==> src/rtl/core/bpta_pkg.sv <==
// Package for the block peak threshold alarm unit.
// Holds widths, codes, shared types and the percent-to-full-scale helper.
// No dependencies.
package bpta_pkg;

    localparam int NUM_CHANNELS = 32;
    localparam int CHAN_AW      = (NUM_CHANNELS > 1) ? $clog2(NUM_CHANNELS) : 1;
    localparam int CHAN_W       = 5;
    localparam int NUM_GROUPS   = 3;
    localparam int FULL_SCALE   = 2048;
    localparam int PERCENT      = 100;

    localparam int SAMPLE_W = 16;
    localparam int CAL_W    = 16;
    localparam int PEAK_W   = 12;
    localparam int THR_W    = 13;
    localparam int CFG_W    = 7;
    localparam int CFG_IW   = 3;

    localparam int S_TDATA_W = 56;
    localparam int M_TDATA_W = 40;

    // Truncating division by PERCENT as a multiply by a rounded-up reciprocal.
    // Exact for every dividend below 2**DIV_W.
    localparam int DIV_LIMIT = FULL_SCALE * PERCENT;
    localparam int DIV_W     = $clog2(DIV_LIMIT);
    localparam int DIV_SHIFT = 25;
    localparam int DIV_RECIP = ((2 ** DIV_SHIFT) + PERCENT - 1) / PERCENT;
    localparam int RECIP_W   = $clog2(DIV_RECIP + 1);
    localparam int QUOT_W    = DIV_W + RECIP_W;
    localparam int FS_SHIFT  = $clog2(FULL_SCALE);
    localparam int PCT_PW    = CFG_W + RECIP_W;

    localparam logic [CFG_W-1:0] SUPP_RESET  = '0;
    localparam logic [CFG_W-1:0] ALERT_RESET = CFG_W'(PERCENT);

    typedef enum logic [0:0] {
        OP_CALIB  = 1'b0,
        OP_SAMPLE = 1'b1
    } op_t;

    typedef enum logic [CFG_IW-1:0] {
        REG_SUPP0  = 3'd0,
        REG_SUPP1  = 3'd1,
        REG_SUPP2  = 3'd2,
        REG_ALERT0 = 3'd3,
        REG_ALERT1 = 3'd4,
        REG_ALERT2 = 3'd5
    } cfg_index_t;

    typedef enum logic [1:0] {
        ALARM_NONE = 2'd0,
        ALARM_COIL = 2'd1,
        ALARM_WALL = 2'd2
    } alarm_code_t;

    typedef logic [1:0] grp_t;

    typedef struct packed {
        logic valid;
        grp_t grp;
        logic last;
    } item_ctrl_t;

    typedef struct packed {
        alarm_code_t       alarm_code;
        logic              alarm;
        logic [PEAK_W-1:0] peak_group2;
        logic [PEAK_W-1:0] peak_group1;
        logic [PEAK_W-1:0] peak_group0;
    } result_t;

    typedef logic [NUM_GROUPS-1:0][THR_W-1:0] thr_vec_t;

    // percent * FULL_SCALE / PERCENT, truncated.
    function automatic logic [PEAK_W-1:0] pct_to_fs(input logic [CFG_W-1:0] pct);
        logic [PCT_PW-1:0] prod;
        prod = PCT_PW'(pct) * PCT_PW'(DIV_RECIP);
        return PEAK_W'(prod >> (DIV_SHIFT - FS_SHIFT));
    endfunction

    localparam logic [THR_W-1:0] THR_RESET =
        THR_W'(pct_to_fs(SUPP_RESET)) + THR_W'(pct_to_fs(ALERT_RESET));

endpackage

==> src/rtl/core/block_peak_threshold_alarm_unit.sv <==
// Block peak threshold alarm unit: top level with stream ports and config.
// A block-end sample passes the calibration registers p1 to p5 and then the
// result register before m_tvalid shows its result. Throughput: one item per cycle;
// s_tready drops only while a block-end result waits behind an untaken output.
// Reset clears the pipeline, the running peaks and the config registers; the
// calibration RAM is not cleared and holds garbage until written.
// Depends on bpta_pkg, bpta_calib and bpta_peak.
module block_peak_threshold_alarm_unit
    import bpta_pkg::*;
(
    input  logic                 aclk,
    input  logic                 aresetn,
    input  logic                 s_tvalid,
    output logic                 s_tready,
    // channel[4:0], grp[6:5], sample_value[22:7], baseline[38:23], gain[54:39]
    input  logic [S_TDATA_W-1:0] s_tdata,
    // op[0]
    input  logic [0:0]           s_tuser,
    input  logic                 s_tlast,
    output logic                 m_tvalid,
    input  logic                 m_tready,
    // peak_group0[11:0], peak_group1[23:12], peak_group2[35:24], alarm[36],
    // alarm_code[38:37]
    output logic [M_TDATA_W-1:0] m_tdata,
    input  logic                 cfg_we,
    input  logic [CFG_IW-1:0]    cfg_index,
    input  logic [CFG_W-1:0]     cfg_wdata
);

    logic [CFG_W-1:0] supp_reg  [NUM_GROUPS];
    logic [CFG_W-1:0] alert_reg [NUM_GROUPS];
    thr_vec_t         thr_reg, thr_next;

    logic             stall;
    logic             advance;
    logic             accept;
    item_ctrl_t       pipe_ctrl;
    logic [PEAK_W-1:0] pipe_mag;
    result_t          res;

    always_ff @(posedge aclk) begin
        if (!aresetn) begin
            for (int g = 0; g < NUM_GROUPS; g++) begin
                supp_reg[g]  <= SUPP_RESET;
                alert_reg[g] <= ALERT_RESET;
            end
        end else if (cfg_we) begin
            unique case (cfg_index)
                REG_SUPP0:  supp_reg[0]  <= cfg_wdata;
                REG_SUPP1:  supp_reg[1]  <= cfg_wdata;
                REG_SUPP2:  supp_reg[2]  <= cfg_wdata;
                REG_ALERT0: alert_reg[0] <= cfg_wdata;
                REG_ALERT1: alert_reg[1] <= cfg_wdata;
                REG_ALERT2: alert_reg[2] <= cfg_wdata;
                default: ;
            endcase
        end
    end

    // A group fires when peak > suppression + alert level, both in full-scale units.
    always_comb begin
        for (int g = 0; g < NUM_GROUPS; g++) begin
            thr_next[g] = THR_W'(pct_to_fs(supp_reg[g])) + THR_W'(pct_to_fs(alert_reg[g]));
        end
    end

    always_ff @(posedge aclk) begin
        if (!aresetn) begin
            for (int g = 0; g < NUM_GROUPS; g++) begin
                thr_reg[g] <= THR_RESET;
            end
        end else begin
            thr_reg <= thr_next;
        end
    end

    assign advance  = !stall;
    assign s_tready = advance;
    assign accept   = s_tvalid && s_tready;

    bpta_calib u_calib (
        .aclk          (aclk),
        .aresetn       (aresetn),
        .advance       (advance),
        .accept        (accept),
        .op            (op_t'(s_tuser[0])),
        .channel       (s_tdata[4:0]),
        .grp           (s_tdata[6:5]),
        .sample_value  (s_tdata[22:7]),
        .baseline      (s_tdata[38:23]),
        .gain          (s_tdata[54:39]),
        .last_of_block (s_tlast),
        .ctrl_out      (pipe_ctrl),
        .mag_out       (pipe_mag)
    );

    bpta_peak u_peak (
        .aclk      (aclk),
        .aresetn   (aresetn),
        .ctrl_in   (pipe_ctrl),
        .mag_in    (pipe_mag),
        .thr       (thr_reg),
        .m_tready  (m_tready),
        .stall     (stall),
        .res_valid (m_tvalid),
        .res       (res)
    );

    assign m_tdata = {1'b0, res};

`ifndef ASSERT_OFF
    a_ready_only_blocked_by_output: assert property (@(posedge aclk) disable iff (!aresetn)
        !s_tready |-> (m_tvalid && !m_tready))
        else $error("input held off without a waiting result");

    a_peaks_clamped: assert property (@(posedge aclk) disable iff (!aresetn)
        m_tvalid |-> (res.peak_group0 <= PEAK_W'(FULL_SCALE))
                  && (res.peak_group1 <= PEAK_W'(FULL_SCALE))
                  && (res.peak_group2 <= PEAK_W'(FULL_SCALE)))
        else $error("reported peak above full scale");

    a_alarm_matches_code: assert property (@(posedge aclk) disable iff (!aresetn)
        m_tvalid |-> (res.alarm == (res.alarm_code != ALARM_NONE)))
        else $error("alarm flag disagrees with alarm code");

    a_stall_holds_pipeline: assert property (@(posedge aclk) disable iff (!aresetn)
        stall |=> (pipe_ctrl == $past(pipe_ctrl)) && m_tvalid)
        else $error("pipeline moved while stalled");
`endif

endmodule

==> src/rtl/core/bpta_ram.sv <==
// Generic single-port-write, single-port-read RAM with a registered read.
// No dependencies.
module bpta_ram #(
    parameter int  WIDTH = 32,
    parameter int  DEPTH = 32,
    localparam int AW    = (DEPTH > 1) ? $clog2(DEPTH) : 1
) (
    input  logic             aclk,
    input  logic             we,
    input  logic [AW-1:0]    waddr,
    input  logic [WIDTH-1:0] wdata,
    input  logic             re,
    input  logic [AW-1:0]    raddr,
    output logic [WIDTH-1:0] rdata
);

    logic [WIDTH-1:0] mem [DEPTH];

    always_ff @(posedge aclk) begin
        if (we) begin
            mem[waddr] <= wdata;
        end
        if (re) begin
            rdata <= mem[raddr];
        end
    end

endmodule

==> src/rtl/core/bpta_calib.sv <==
// Calibration store and correction pipeline: table RAM, baseline subtract,
// gain multiply, magnitude with clamp, and division by 100.
// Depends on bpta_pkg and bpta_ram.
module bpta_calib
    import bpta_pkg::*;
(
    input  logic                aclk,
    input  logic                aresetn,
    input  logic                advance,
    input  logic                accept,
    input  op_t                 op,
    input  logic [CHAN_W-1:0]   channel,
    input  grp_t                grp,
    input  logic [SAMPLE_W-1:0] sample_value,
    input  logic [CAL_W-1:0]    baseline,
    input  logic [CAL_W-1:0]    gain,
    input  logic                last_of_block,
    output item_ctrl_t          ctrl_out,
    output logic [PEAK_W-1:0]   mag_out
);

    logic                 chan_ok;
    logic                 ram_we;
    logic                 ram_re;
    logic [CHAN_AW-1:0]   ram_addr;
    logic [2*CAL_W-1:0]   ram_rdata;

    item_ctrl_t           p1_ctrl_reg, p2_ctrl_reg, p3_ctrl_reg, p4_ctrl_reg, p5_ctrl_reg;
    item_ctrl_t           p1_ctrl_next;
    logic [SAMPLE_W-1:0]  p1_sample_reg;
    logic                 p1_chan_ok_reg;

    logic signed [17:0]   p2_diff_reg, p2_diff_next;
    logic signed [15:0]   p2_gain_reg, p2_gain_next;
    logic signed [33:0]   p3_prod_reg, p3_prod_next;
    logic [33:0]          prod_abs;
    logic [DIV_W-1:0]     p4_x_reg, p4_x_next;
    logic                 p4_sat_reg, p4_sat_next;
    logic [QUOT_W-1:0]    quot;
    logic [PEAK_W-1:0]    p5_mag_reg, p5_mag_next;

    assign chan_ok  = 32'(channel) < 32'(NUM_CHANNELS);
    assign ram_addr = CHAN_AW'(channel);
    assign ram_we   = accept && (op == OP_CALIB) && chan_ok;
    assign ram_re   = accept && (op == OP_SAMPLE);

    // Gain in the upper half, baseline in the lower half.
    bpta_ram #(
        .WIDTH (2 * CAL_W),
        .DEPTH (NUM_CHANNELS)
    ) u_cal_ram (
        .aclk  (aclk),
        .we    (ram_we),
        .waddr (ram_addr),
        .wdata ({gain, baseline}),
        .re    (ram_re),
        .raddr (ram_addr),
        .rdata (ram_rdata)
    );

    always_comb begin
        p1_ctrl_next.valid = ram_re;
        p1_ctrl_next.grp   = grp;
        p1_ctrl_next.last  = last_of_block;

        p2_diff_next = $signed({2'b00, p1_sample_reg})
                     - $signed({{2{ram_rdata[CAL_W-1]}}, ram_rdata[CAL_W-1:0]});
        // A channel beyond the table corrects to zero.
        p2_gain_next = p1_chan_ok_reg ? $signed(ram_rdata[2*CAL_W-1:CAL_W]) : '0;

        p3_prod_next = 34'(p2_diff_reg) * 34'(p2_gain_reg);

        // Truncation toward zero: divide the magnitude, the sign is dropped anyway.
        prod_abs    = p3_prod_reg[33] ? 34'(-p3_prod_reg) : 34'(p3_prod_reg);
        p4_sat_next = prod_abs >= 34'(DIV_LIMIT);
        p4_x_next   = prod_abs[DIV_W-1:0];

        quot        = QUOT_W'(p4_x_reg) * QUOT_W'(DIV_RECIP);
        p5_mag_next = p4_sat_reg ? PEAK_W'(FULL_SCALE) : PEAK_W'(quot >> DIV_SHIFT);
    end

    always_ff @(posedge aclk) begin
        if (!aresetn) begin
            p1_ctrl_reg <= '0;
            p2_ctrl_reg <= '0;
            p3_ctrl_reg <= '0;
            p4_ctrl_reg <= '0;
            p5_ctrl_reg <= '0;
        end else if (advance) begin
            p1_ctrl_reg <= p1_ctrl_next;
            p2_ctrl_reg <= p1_ctrl_reg;
            p3_ctrl_reg <= p2_ctrl_reg;
            p4_ctrl_reg <= p3_ctrl_reg;
            p5_ctrl_reg <= p4_ctrl_reg;
        end
    end

    always_ff @(posedge aclk) begin
        if (advance) begin
            p1_sample_reg  <= sample_value;
            p1_chan_ok_reg <= chan_ok;
            p2_diff_reg    <= p2_diff_next;
            p2_gain_reg    <= p2_gain_next;
            p3_prod_reg    <= p3_prod_next;
            p4_x_reg       <= p4_x_next;
            p4_sat_reg     <= p4_sat_next;
            p5_mag_reg     <= p5_mag_next;
        end
    end

    assign ctrl_out = p5_ctrl_reg;
    assign mag_out  = p5_mag_reg;

endmodule

==> src/rtl/core/bpta_peak.sv <==
// Running peaks per group, end-of-block evaluation and the result register.
// Depends on bpta_pkg.
module bpta_peak
    import bpta_pkg::*;
(
    input  logic              aclk,
    input  logic              aresetn,
    input  item_ctrl_t        ctrl_in,
    input  logic [PEAK_W-1:0] mag_in,
    input  thr_vec_t          thr,
    input  logic              m_tready,
    output logic              stall,
    output logic              res_valid,
    output result_t           res
);

    logic [PEAK_W-1:0] peak_reg  [NUM_GROUPS];
    logic [PEAK_W-1:0] peak_next [NUM_GROUPS];
    logic [NUM_GROUPS-1:0] fire;
    logic              coil, wall;
    logic              advance;
    logic              emit;
    logic              out_valid_reg;
    result_t           out_reg, out_next;

    // Only a block end meeting an untaken result holds the pipeline.
    assign stall   = ctrl_in.valid && ctrl_in.last && out_valid_reg && !m_tready;
    assign advance = !stall;
    assign emit    = advance && ctrl_in.valid && ctrl_in.last;

    always_comb begin
        for (int g = 0; g < NUM_GROUPS; g++) begin
            peak_next[g] = peak_reg[g];
            if (ctrl_in.valid && (ctrl_in.grp == grp_t'(g)) && (mag_in > peak_reg[g])) begin
                peak_next[g] = mag_in;
            end
            fire[g] = THR_W'(peak_next[g]) > thr[g];
        end
        coil = fire[0] || fire[1];
        wall = fire[2];

        out_next.peak_group0 = peak_next[0];
        out_next.peak_group1 = peak_next[1];
        out_next.peak_group2 = peak_next[2];
        out_next.alarm       = coil || wall;
        if (wall) begin
            out_next.alarm_code = ALARM_WALL;
        end else if (coil) begin
            out_next.alarm_code = ALARM_COIL;
        end else begin
            out_next.alarm_code = ALARM_NONE;
        end
    end

    always_ff @(posedge aclk) begin
        if (!aresetn) begin
            for (int g = 0; g < NUM_GROUPS; g++) begin
                peak_reg[g] <= '0;
            end
            out_valid_reg <= 1'b0;
        end else begin
            if (advance && ctrl_in.valid) begin
                for (int g = 0; g < NUM_GROUPS; g++) begin
                    peak_reg[g] <= ctrl_in.last ? '0 : peak_next[g];
                end
            end
            if (emit) begin
                out_valid_reg <= 1'b1;
            end else if (m_tready) begin
                out_valid_reg <= 1'b0;
            end
        end
    end

    always_ff @(posedge aclk) begin
        if (emit) begin
            out_reg <= out_next;
        end
    end

    assign res_valid = out_valid_reg;
    assign res       = out_reg;

endmodule

==> config.mk <==
export PLATFORM = sky130hd
export DESIGN_NAME = block_peak_threshold_alarm_unit
export DESIGN_NICKNAME = d
export VERILOG_FILES = /design/src/rtl/core/bpta_pkg.sv /design/src/rtl/core/block_peak_threshold_alarm_unit.sv /design/src/rtl/core/bpta_ram.sv /design/src/rtl/core/bpta_calib.sv /design/src/rtl/core/bpta_peak.sv
export SDC_FILE = /design/constraint.sdc
export NUM_CORES = 2
export LEC_CHECK = 0
export BUFFER_PORTS_ARGS = -buffer_cell sky130_fd_sc_hd__buf_2
export CAP_MARGIN = 20
export CORE_AREA = 2 2 360 362
export DETAILED_ROUTE_END_ITERATION = 16
export DIE_AREA = 0 0 362 364
export PLACE_DENSITY = 0.8
export SKIP_LAST_GASP = 1
export SYNTH_ARGS = -nofsm -noshare
export SYNTH_HDL_FRONTEND = slang
export SYNTH_SLANG_ARGS = --single-unit
==> constraint.sdc <==
create_clock -name aclk -period 9.1 [get_ports aclk]
set_clock_uncertainty 0.2 [all_clocks]
set_input_delay 0.91 -clock aclk [delete_from_list [all_inputs] [get_ports aclk]]
set_output_delay 0.91 -clock aclk [all_outputs]
set_load 0.03 [all_outputs]
# Yosys cells after proc, flatten, opt, wreduce, memory -nomap -nowiden

Memories as Yosys holds them, arrays and structs flattened. A register that Yosys moved wholly into a read port is not among the register bits.
Cells that the tools add are included.

Register bits after elaboration: 214
RAM bits: 1102
Output and inout port bits: 42
Logic and storage cells: 142
Memories kept: 4

Add/subtract/negate cells: 5
Multipliers: 8
Magnitude comparators: 7
Equality and inequality tests: 7
Mux-type cells: 49
Bitwise operators: 10
Reductions and logical operators: 21

Memories:

| memory                | depth | bits a word | rd ports | clocked after memory_dff | write ports | RTL line                              | source |
|---|---|---|---|---|---|---|---|
| u_calib.u_cal_ram.mem | 32    | 32          | 1        | 1                        | 1           | bpta_ram.sv:17                        | `logic [WIDTH-1:0] mem [DEPTH];` |
| u_peak.peak_reg       | 3     | 12          | 3        | 0                        | 3           | bpta_peak.sv:17                       | `logic [PEAK_W-1:0] peak_reg [NUM_GROUPS];` |
| alert_reg             | 3     | 7           | 3        | 0                        | 3           | block_peak_threshold_alarm_unit.sv:31 | `logic [CFG_W-1:0] alert_reg [NUM_GROUPS];` |
| supp_reg              | 3     | 7           | 3        | 0                        | 3           | block_peak_threshold_alarm_unit.sv:30 | `logic [CFG_W-1:0] supp_reg [NUM_GROUPS];` |

Operator list:

| cell                   | count |
|---|---|
| $mul 7x19->26 const B  | 6 |
| $mux 12                | 9 |
| $mux 7                 | 6 |
| $add 12x12->13         | 3 |
| $gt 12x13->1           | 3 |
| $mul 18x19->37 const B | 1 |
| $gt 12x12->1           | 3 |
| $ge 34x18->1 const B   | 1 |
| $mul 18x16->34         | 1 |
| $mux 34                | 1 |
| $neg 34->34            | 1 |
| $mux 1                 | 33 |
| $sub 17x16->18         | 1 |
| $logic_and 1x1->1      | 14 |
| $or 1x1->1             | 9 |
| $eq 3x2->1 const B     | 2 |
| $eq 3x3->1 const B     | 2 |
| $eq 3x1->1 const B     | 1 |
| $logic_not 3->1        | 1 |
| $eq 2x1->1 const B     | 1 |
| $eq 2x2->1 const B     | 1 |
| $logic_not 1->1        | 2 |
| $logic_not 2->1        | 1 |
| $logic_or 1x1->1       | 2 |
| 2 further kinds        | 2 |

# Longest topological paths before layout

Depth in word-level cells: 9
Gate-level depth with buffers: 27

# Modules after synthesis

From an unflattened synthesis, not the netlist that was laid out.

Cells, all modules: 6540
Area total of the unflattened synthesis: 83790.4 µm²

Modules (own cells, without submodules):

| module                          | times used | cells each | area each (µm²) | sequential area each (µm²) |
|---|---|---|---|---|
| bpta_ram                        | 1          | 2260       | 40805.4         | 31710.4 |
| bpta_calib                      | 1          | 2182       | 22140.0         | 3853.7 |
| block_peak_threshold_alarm_unit | 1          | 1590       | 15357.2         | 2042.0 |
| bpta_peak                       | 1          | 508        | 5487.8          | 2272.2 |

# Least setup slack after synthesis

Ideal clock, no wire load.

Path kind: input to register
Start: in m_tready
End: mem u_peak.peak_reg[0][0], enable pin
Setup time: 394 ps
Arrival time: 6067 ps
Data required time: 8506 ps
Path slack: 2439 ps
Cell stages on the path: 7
Cell sequence: nand2b_1 nor2_1 inv_1 clkbuf_1 clkbuf_1 nand2_1 nand2_1

RTL lines:

| what            | RTL line                              | source |
|---|---|---|
| start, declared | block_peak_threshold_alarm_unit.sv:21 | `input logic m_tready,` |
| end, declared   | bpta_peak.sv:17                       |  |

# Worst setup path after layout

Start: reg u_calib.p4_x_reg[7]
End: reg u_calib.p5_mag_reg[10] (netlist: u_calib.mag_out[10]) (data pin)

Cells in the longest elaborated chain, start to end: 1

RTL lines:

| what                   | RTL line          | source |
|---|---|---|
| start, declared        | bpta_calib.sv:37  | `logic [DIV_W-1:0] p4_x_reg, p4_x_next;` |
| start signal, assigned | bpta_calib.sv:105 | `p4_x_reg <= p4_x_next;` |
| $mul 18x19->37         | bpta_calib.sv:78  | `quot = QUOT_W'(p4_x_reg) * QUOT_W'(DIV_RECIP);` |
| end signal, assigned   | bpta_calib.sv:107 | `p5_mag_reg <= p5_mag_next;` |
| end, declared          | bpta_calib.sv:40  | `logic [PEAK_W-1:0] p5_mag_reg, p5_mag_next;` |

Every way passes these cells.
A chain may end at the register's enable or synchronous reset.

==> results.txt <==
The share of synthesized area in the top cell type comes to 0.476. In the post-synthesis netlist, the biggest area contributors are sky130_fd_sc_hd__edfxtp_1, sky130_fd_sc_hd__fa_1, sky130_fd_sc_hd__ha_1, sky130_fd_sc_hd__mux4_2, sky130_fd_sc_hd__inv_1. Synthesis produced 5824 cells. The number of flip-flops in the largest register came out at 1024. The combined buffer and inverter count along the critical path is 4. The initial core utilization is 0.633. After clock tree synthesis, the setup repair step added 0 buffers.

CTS placed an instance of sky130_fd_sc_hd__clkbuf_16 at the clock tree root. For this block, the via count after detailed routing is about 48000. The wire length of the first global-routing pass came out at 296 mm. The die covers 0.132 mm². The cell taking the most area after synthesis is sky130_fd_sc_hd__edfxtp_1.

The count of state elements after synthesis is roughly 1300. The floorplan step set the die width to 362 µm. CTS saw 1348 sinks. The number of synthesized flops with an enable pin is 1288.

The hold violation count in the final report came out at 0. The tool flagged a number of max-cap violations equal to 0. Input and output buffers added on the ports amount to between 100 and 150. The largest fanout on the critical path came out at 8. The clock transition at the register clock pins on the worst setup and hold paths after CTS is around 60 ps. The synthesized netlist occupies a cell area of 0.0813 mm². The per-cell via count in the routed design came out at between 6 and 7. The total routing resource utilization after global routing came out at 0.300.

The number of nets in the final layout is 7336. The headroom to the max-slew limit came out at 0.183. The startpoint-to-endpoint class of the critical path is reg2reg. The number of filler instances in the final layout is 8333. The worst slack at placement is 1650 ps. STA classifies the critical path endpoint as a flop.

The slowest cell on the critical path is sky130_fd_sc_hd__fa_1. The number of top-level design ports is 115. The number of H-tree branching levels is 4. The critical path required time is about 9400 ps. The TritonCTS clock tree is done. The cell row count came out at 132. The clock period minus worst slack is 7100 ps. Setup violations remaining at the end of the flow were counted as 0. The total wire length came out at ~190 mm. The share of final-layout standard cells stronger than drive strength 1 came out at 0.120. STA classifies the critical path startpoint as a flop. The detailed placer's ending HPWL came out at 126 mm.

The number of buffers inserted for hold repair after clock tree synthesis came out at 0. The routability-driven placement congestion ratio came out at 0.910. The async set-or-reset flop fraction in the synthesized netlist is 0.

The most frequent standard cell in the layout excluding fill and tap cells is sky130_fd_sc_hd__edfxtp_1. The violation count after the first detailed-routing iteration came out at 4987. The count of nets left with antenna violations once routing finished came out at 0. During synthesis, Yosys emitted a total of 0 warnings. For this run, the leading register cell type out of synthesis is sky130_fd_sc_hd__edfxtp_1. In the layout the commonest cells are sky130_fd_sc_hd__edfxtp_1, sky130_fd_sc_hd__inv_1, sky130_fd_sc_hd__ha_1, sky130_fd_sc_hd__fa_1, sky130_fd_sc_hd__nand2_1. For this run, the register share of the synthesized area comes to 0.491. Entering global routing, the biggest net connects 106 pins. The placement-stage cell area is 0.0841 mm². Setup repair after global routing left no endpoint under its margin.

After detailed routing, the number of remaining DRC violations is 0. For the worst setup path, the data arrival time is 7440 ps. The transition time of the tightest slew-check pin came out at 1220 ps. The number of antenna violations at the first check in global routing is 13.

The achievable clock frequency is between 100 and 150 MHz. At the later pin of the worst-skew pair, clock insertion delay measures 820 ps. The signal on the critical path passes through fa_1, inv_1, fa_1, inv_1, ha_1, inv_1, fa_1, inv_1, fa_1, fa_1, ha_1, a211oi_1, o21ai_0, a21oi_1, o21ai_0, a21oi_1, o21ai_0, a211o_1, o31ai_1, mux2_2.

The final worst setup slack is 2000 ps. The maximum buffer depth of the clock tree is 3. The area of combinational cells with multiple inputs is 0.0373 mm².

The setup TNS is 0 ps. The area used by sequential logic in the layout is 0.0399 mm². Counting stages on the worst path, the most repeated cell is sky130_fd_sc_hd__fa_1. The final count of pins violating max slew is 0. The number of global-route vias before repair came out at a little over 50000. The count of distinct cell types in the synthesized netlist is 74. The total clock buffers created by CTS came out at 134. The number of gates given a new drive strength after cts is 0.

The mean cell area of the mapped netlist is between 10 and 15 µm². The final period utilization came out at 0.781. The finished cells cover approximately 0.089 mm².

The first detailed-routing pass took 6 iterations. The core outline area came out at about 0.13 mm². The sum of overflow across all layers after global routing came out at 0. The run finished with clean final reports. The net count after synthesis came out at 7189.

On the worst path, the slowest cell contributes a delay of 640 ps. The class of the worst hold path is in2reg. On the critical path the largest part of the delay comes from adder cells. The average wire per cell in the routed design is 24.8 µm.

The layout-stage area growth over the synthesis result came out at 9.05%. The die boundary height came out at 364 µm.
worst register-to-register path, cell delays in order, from the launching register on:
cell                       delay [ps]
sky130_fd_sc_hd__edfxtp_1         610
sky130_fd_sc_hd__fa_1             640
sky130_fd_sc_hd__inv_1             90
sky130_fd_sc_hd__fa_1             450
sky130_fd_sc_hd__inv_1             80
sky130_fd_sc_hd__ha_1             150
sky130_fd_sc_hd__inv_1             50
sky130_fd_sc_hd__fa_1             470
sky130_fd_sc_hd__inv_1             60
sky130_fd_sc_hd__fa_1             550
sky130_fd_sc_hd__fa_1             440
sky130_fd_sc_hd__ha_1             300
sky130_fd_sc_hd__a211oi_1         260
sky130_fd_sc_hd__o21ai_0          150
sky130_fd_sc_hd__a21oi_1          300
sky130_fd_sc_hd__o21ai_0          240
sky130_fd_sc_hd__a21oi_1          470
sky130_fd_sc_hd__o21ai_0          330
sky130_fd_sc_hd__a211o_1          400
sky130_fd_sc_hd__o31ai_1          280
sky130_fd_sc_hd__mux2_2           370
final cells by class:
type | count | share of cell area
inverters | 998 | 0.0423
multi-input cells | 3319 | 0.421
diodes | 6 | 0.000169
clock inverters | 81 | 0.0118
well taps | 1675 | 0.0236
flip-flops and latches | 1348 | 0.450
repair buffers | 170 | 0.0118
clock buffers | 159 | 0.0391
cells in the mapped netlist, types with 60 or more instances:
cell type	number
sky130_fd_sc_hd__edfxtp_1	1288
sky130_fd_sc_hd__inv_1	998
sky130_fd_sc_hd__clkbuf_1	129
sky130_fd_sc_hd__and2_1	187
sky130_fd_sc_hd__o21ai_0	85
sky130_fd_sc_hd__nand4_1	60
sky130_fd_sc_hd__xnor2_1	111
sky130_fd_sc_hd__fa_1	562
sky130_fd_sc_hd__a21oi_1	128
sky130_fd_sc_hd__nor2_1	174
sky130_fd_sc_hd__dfxtp_1	60
sky130_fd_sc_hd__nand2_1	292
sky130_fd_sc_hd__mux4_2	256
sky130_fd_sc_hd__ha_1	730
sky130_fd_sc_hd__a22oi_1	130
cells by family (layout without fill, tap and decap cells):
group                      after synthesis  in the layout  share of synthesized area
AOI/OAI and AO/OA                      619            619                     0.0516
xor gates and xnor gates               153            153                     0.0165
adders and majority gates             1292           1292                      0.251
buffers and inverters                 1157           1408                     0.0535
DFF                                   1348           1348                      0.491
muxes                                  325            325                     0.0800
other                                    1              7                  0.0000461
and+or+nand+nor                        929            929                     0.0569
through the flow:
stage	cells	util	hold WS, ps
after global routing	7751	0.691	69.3
after CTS	7748	0.690	62.2
after detailed placement	7508	0.655	205
after global placement	7508	0.655	203
final	7756	0.691	102
after floorplan	5824	-	200
layer usage:
| metal | vias up | GRT usage | part of all wire |
|---|---|---|---|
| met5 | - | 0 | 0.00025 |
| met4 | 8 | 0.124 | 0.044 |
| met3 | 601 | 0.0605 | 0.086 |
| met2 | 2423 | 0.517 | 0.50 |
| met1 | 24000 | 0.374 | 0.37 |
| li1 | 20900 | - | - |
path summary, 6_finish.rpt:
check             slack [ps]  depth (start not counted)                        start                  endpoint
setup / recovery        2000                         20          u_calib.p4_x_reg[7]       u_calib.mag_out[10]
hold / removal           100                          1                   s_tdata[8]  u_calib.p1_sample_reg[1]
setup reg to reg        2000                         20          u_calib.p4_x_reg[7]       u_calib.mag_out[10]
hold reg to reg          220                          0  u_calib.u_cal_ram.rdata[21]    u_calib.p2_gain_reg[5]
Power is left out: the tool's default activity adds up to more than one toggle a clock period on the data nets, which glitch-free logic cannot reach.
